[src/hw/rtl/efp_queue.sv]
// ----------------------------------------------------------------------------
// efp_queue: small FIFO between the mapping front end and the iteration engine
// Flop-based storage with a first-word read port, so either side can stall
// without holding up the other.
// ----------------------------------------------------------------------------
module efp_queue #(
  parameter int unsigned DATA_W = 150,
  parameter int unsigned DEPTH  = 2
) (
  input  logic              clk_i,
  input  logic              rst_ni,
  input  logic              push_i,
  input  logic [DATA_W-1:0] push_data_i,
  output logic              full_o,
  input  logic              pop_i,
  output logic [DATA_W-1:0] pop_data_o,
  output logic              empty_o
);

  localparam int unsigned PTR_W = (DEPTH > 1) ? $clog2(DEPTH) : 1;
  localparam int unsigned CNT_W = $clog2(DEPTH + 1);

  logic [DATA_W-1:0] mem_q [DEPTH];
  logic [PTR_W-1:0]  wr_ptr_q, wr_ptr_d;
  logic [PTR_W-1:0]  rd_ptr_q, rd_ptr_d;
  logic [CNT_W-1:0]  cnt_q, cnt_d;

  assign full_o     = (cnt_q == CNT_W'(DEPTH));
  assign empty_o    = (cnt_q == '0);
  assign pop_data_o = mem_q[rd_ptr_q];

  always_comb begin
    wr_ptr_d = wr_ptr_q;
    rd_ptr_d = rd_ptr_q;
    cnt_d    = cnt_q;
    if (push_i) begin
      wr_ptr_d = (wr_ptr_q == PTR_W'(DEPTH - 1)) ? '0 : wr_ptr_q + 1'b1;
    end
    if (pop_i) begin
      rd_ptr_d = (rd_ptr_q == PTR_W'(DEPTH - 1)) ? '0 : rd_ptr_q + 1'b1;
    end
    if (push_i && !pop_i) begin
      cnt_d = cnt_q + 1'b1;
    end else if (pop_i && !push_i) begin
      cnt_d = cnt_q - 1'b1;
    end
  end

  always_ff @(posedge clk_i or negedge rst_ni) begin
    if (!rst_ni) begin
      wr_ptr_q <= '0;
      rd_ptr_q <= '0;
      cnt_q    <= '0;
    end else begin
      wr_ptr_q <= wr_ptr_d;
      rd_ptr_q <= rd_ptr_d;
      cnt_q    <= cnt_d;
    end
  end

  always_ff @(posedge clk_i) begin
    if (push_i) begin
      mem_q[wr_ptr_q] <= push_data_i;
    end
  end

endmodule

[config.mk]
export PLATFORM = sky130hd
export DESIGN_NAME = efp_queue
export DESIGN_NICKNAME = d
export VERILOG_FILES = /design/src/hw/rtl/efp_queue.sv
export SDC_FILE = /design/constraint.sdc
export NUM_CORES = 1
export LEC_CHECK = 0
export ABC_AREA = 0
export BUFFER_PORTS_ARGS = -buffer_cell sky130_fd_sc_hd__buf_2
export CORE_AREA = 3 3 148 150
export CTS_CLUSTER_DIAMETER = 200
export DETAILED_ROUTE_END_ITERATION = 12
export DIE_AREA = 0 0 151 153
export GPL_TIMING_DRIVEN = 0
export PLACE_DENSITY = 0.83
export SLEW_MARGIN = 20
export SYNTH_ARGS = -nofsm -noshare
export SYNTH_HDL_FRONTEND = slang
export SYNTH_SLANG_ARGS = --single-unit
[constraint.sdc]
create_clock -name clk_i -period 21.1 [get_ports clk_i]
set_input_delay 1.055 -clock clk_i [delete_from_list [all_inputs] [get_ports clk_i]]
set_output_delay 1.055 -clock clk_i [all_outputs]
set_load 0.01 [all_outputs]
==> impl_metrics.ini <==
[run_status]
outcome = finished clean

[floorplan]
ioPinCount = 306
die_h_um = 153
start_util_pct = 54.6
coreArea_mm2 = 0.0208
row_count = 53
fp.dieW_um = 151
dieArea_mm2 = 0.0231

[worst_setup_path]
crit_required_ps = 20050
crit_path_max_fanout = 10
critPathLaunchType = flop
cpMostUsedCell = buf_6
critPathLaunch = rd_ptr_q
cp_slowest_cell = dfrtp_1
critical_path_class = flop to output port
crit_chain = buf_6 -> buf_6 -> buf_6 -> mux2_4 -> buf_2
cp.arrival_ps = 1890
r2r-start = wr_ptr_q
end_kind = output port
max_stage_delay_ps = 340

[timing]
min_period_ps = 2940
slew_headroom_pct = 54.9
fin_ws_ps = 18160
setup-tns-final_ps = 0
final.period_utilization_pct = 13.9
finClkSkew_ps = 5.86
rsz0062_at_grt = false
drv_slew = 0
finalHoldViolCount = 0
setup_viol = 0
tightest_slew_ps = 675
fmax_mhz = 340

[power]
seq_power_share_pct = 43.0
p_int_mw = 1.39
power_frac_clock_pct = 24.6
swShare_pct = 27.9
power.leakage_nw = 5.69
switchingPower_uw = 536
peakVddDrop_uv = 113
power.density_mw_per_mm2 = 134
p_comb_share_pct = 32.4
power.total_mw = 1.92

[flow_run]
cap_violations = 0

[logic_synthesis]
synth_common_cells = edfxtp_1 (300), mux2_4 (90), mux2_2 (60)
async_flop_share_pct = 1.32
synthCells = 483
synth_area_leaders = edfxtp_1 (79%), mux2_4 (12%), mux2_2 (5.9%)
synth_xor_area_share_pct = 0.385
yosysSeqAreaShare_pct = 80.1
yosys.cell_types.count = 13
synth_top_family_by_area = multiplexers
synthSimpleGateAreaFrac_pct = 0.231
yosysMostFrequentCell = edfxtp_1
synth_compound_area_share_pct = 0
synth_top_cell_area_share_pct = 79.2
synth-seq-cells = 304
synthesis.nets = 638
yosysTopAreaCell = edfxtp_1
postSynthAreaPerCell_um2 = 23.6
synth_mux_area_share_pct = 17.8
synth.yosys.warnings = 0
synth-edff-count = 300
synthAdderAreaFrac_pct = 0.110
syn-cell-area_mm2 = 0.0114
synth_ff_type = edfxtp_1

[detailed_routing]
drc = 0
vias = 5711
wl_per_cell_um = 19.1
routed_wl_um = 21500
dr.pass1.iters = 4
vias_per_cell = 5.07
drt-initial-drc-count = 229
ant_nets = 0

[clock_tree]
cts_setup_buffers = 0
worstSkewPairLatency_ps = 520
cts_root_buf = clkbuf_16
postCtsHoldBufs = 0
cts-buffers-inserted = 29
cts_resized = 0
htreeDepth = 1
clk_pin_slew_ps = 60
clock_sinks = 304
cts_tree = done
clockBufferDepth = 3

[placed_design]
io_buffers = 305
post_dp_cell_area_mm2 = 0.0135
dpl.hpwl_um = 15200
gp_congestion = 0.752
pre_cts_ws_ps = 18500

[cells_and_area]
postLayoutCellArea_mm2 = 0.0143
syn_to_final_growth_pct = 26.1
layout-drive-gt1-share_pct = 61.4
fin_nets = 983

[global_routing]
grt_antenna_before_repair = 7
grt_pass1_wl_um = 32300
grt_max_degree = 51
track_usage_pct = 18.1
grt-ovfl-total = 0
first_global_vias = 5976

[min_path]
min_path_type = input pin to async pin
[metal layers]
metal  wire, um  share of wire, %  vias to the layer above  global-route usage (%)
met3       2130               9.9                       57                    6.17
li1           -                 -                     2628                       -
met4        722               3.4                        6                    6.26
met5         30              0.14                        -                       0
met2      11300                52                      237                    32.2
met1       7360                34                     2783                    20.1
[layout by cell type, fill, tap and decap left out, drive strengths merged]
master    synthesis  final
mux2            150    150
inv               1      1
diode             0      5
nor2              2      2
xor2              4      4
bufinv            0      2
and2              1      1
edfxtp          300    300
buf              17    331
dfrtp             4      4
clkinv            0      8
clkinvlp          0      2
clkbuf            0     38
ha                1      1
nor2b             2      2
xnor2             1      1
[state kept, by name (all words and copies together), names as in the netlist]
signal    count
mem_q       300
cnt_q         2
rd_ptr_q      1
wr_ptr_q      1
[layout make-up]
class                      count  area, um^2
antenna                        5        12.5
buffer                        17         154
clock buffer                  38         759
clock inverter                12         110
fill                        1327        6470
inverter                       1        3.75
multi-input combinational    161        2120
sequential                   304        9110
tap                          275         344
timing repair buffer         314        1740
[path summary, 6_finish.rpt]
path                       cells after the start              end  slack (ps)
max                                            5  pop_data_o[119]       18160
min                                            1         cnt_q[1]         330
max reg2reg                                    3     mem_q[0][98]       19300
min reg2reg                                    1         cnt_q[1]         500
max in group asynchronous                      1         rd_ptr_q       20640
min in group clk_i                             1         cnt_q[1]         500
[critical path, delay by kind of cell, from the launching register on]
| kind | cells | cell delay, ps |
|---|---|---|
| multiplexers | 1 | 320 |
| buffers and inverters | 4 | 690 |
| flip-flops | 1 | 340 |
[cells by family after synthesis]
logic type,count (synthesis)
buffers and inverters,18
muxes,150
and+or+nand+nor,5
xor gates and xnor gates,5
adders and majority gates,1
DFF,304
[power by group through the flow]
stage	clock network, mW	logic (mW)	registers (mW)
5_1_grt	0.512	0.669	0.838
3_5_place_dp	0	0.632	0.842
3_3_place_gp	0	0.599	0.876
6_report	0.473	0.624	0.828
4_1_cts	0.487	0.636	0.830
2_1_floorplan	0	0.401	0.858
[through the flow]
| stage | instances | utilization (%) | hold slack [ps] |
|---|---|---|---|
| floorplan | 483 | - | 455 |
| global placement | 1063 | 63.6 | 469 |
| detailed placement | 1072 | 64.7 | 483 |
| CTS | 1122 | 68.8 | 307 |
| global route | 1126 | 68.9 | 320 |
| finish | 1127 | 68.9 | 333 |
(Power assumes the default switching activity.)
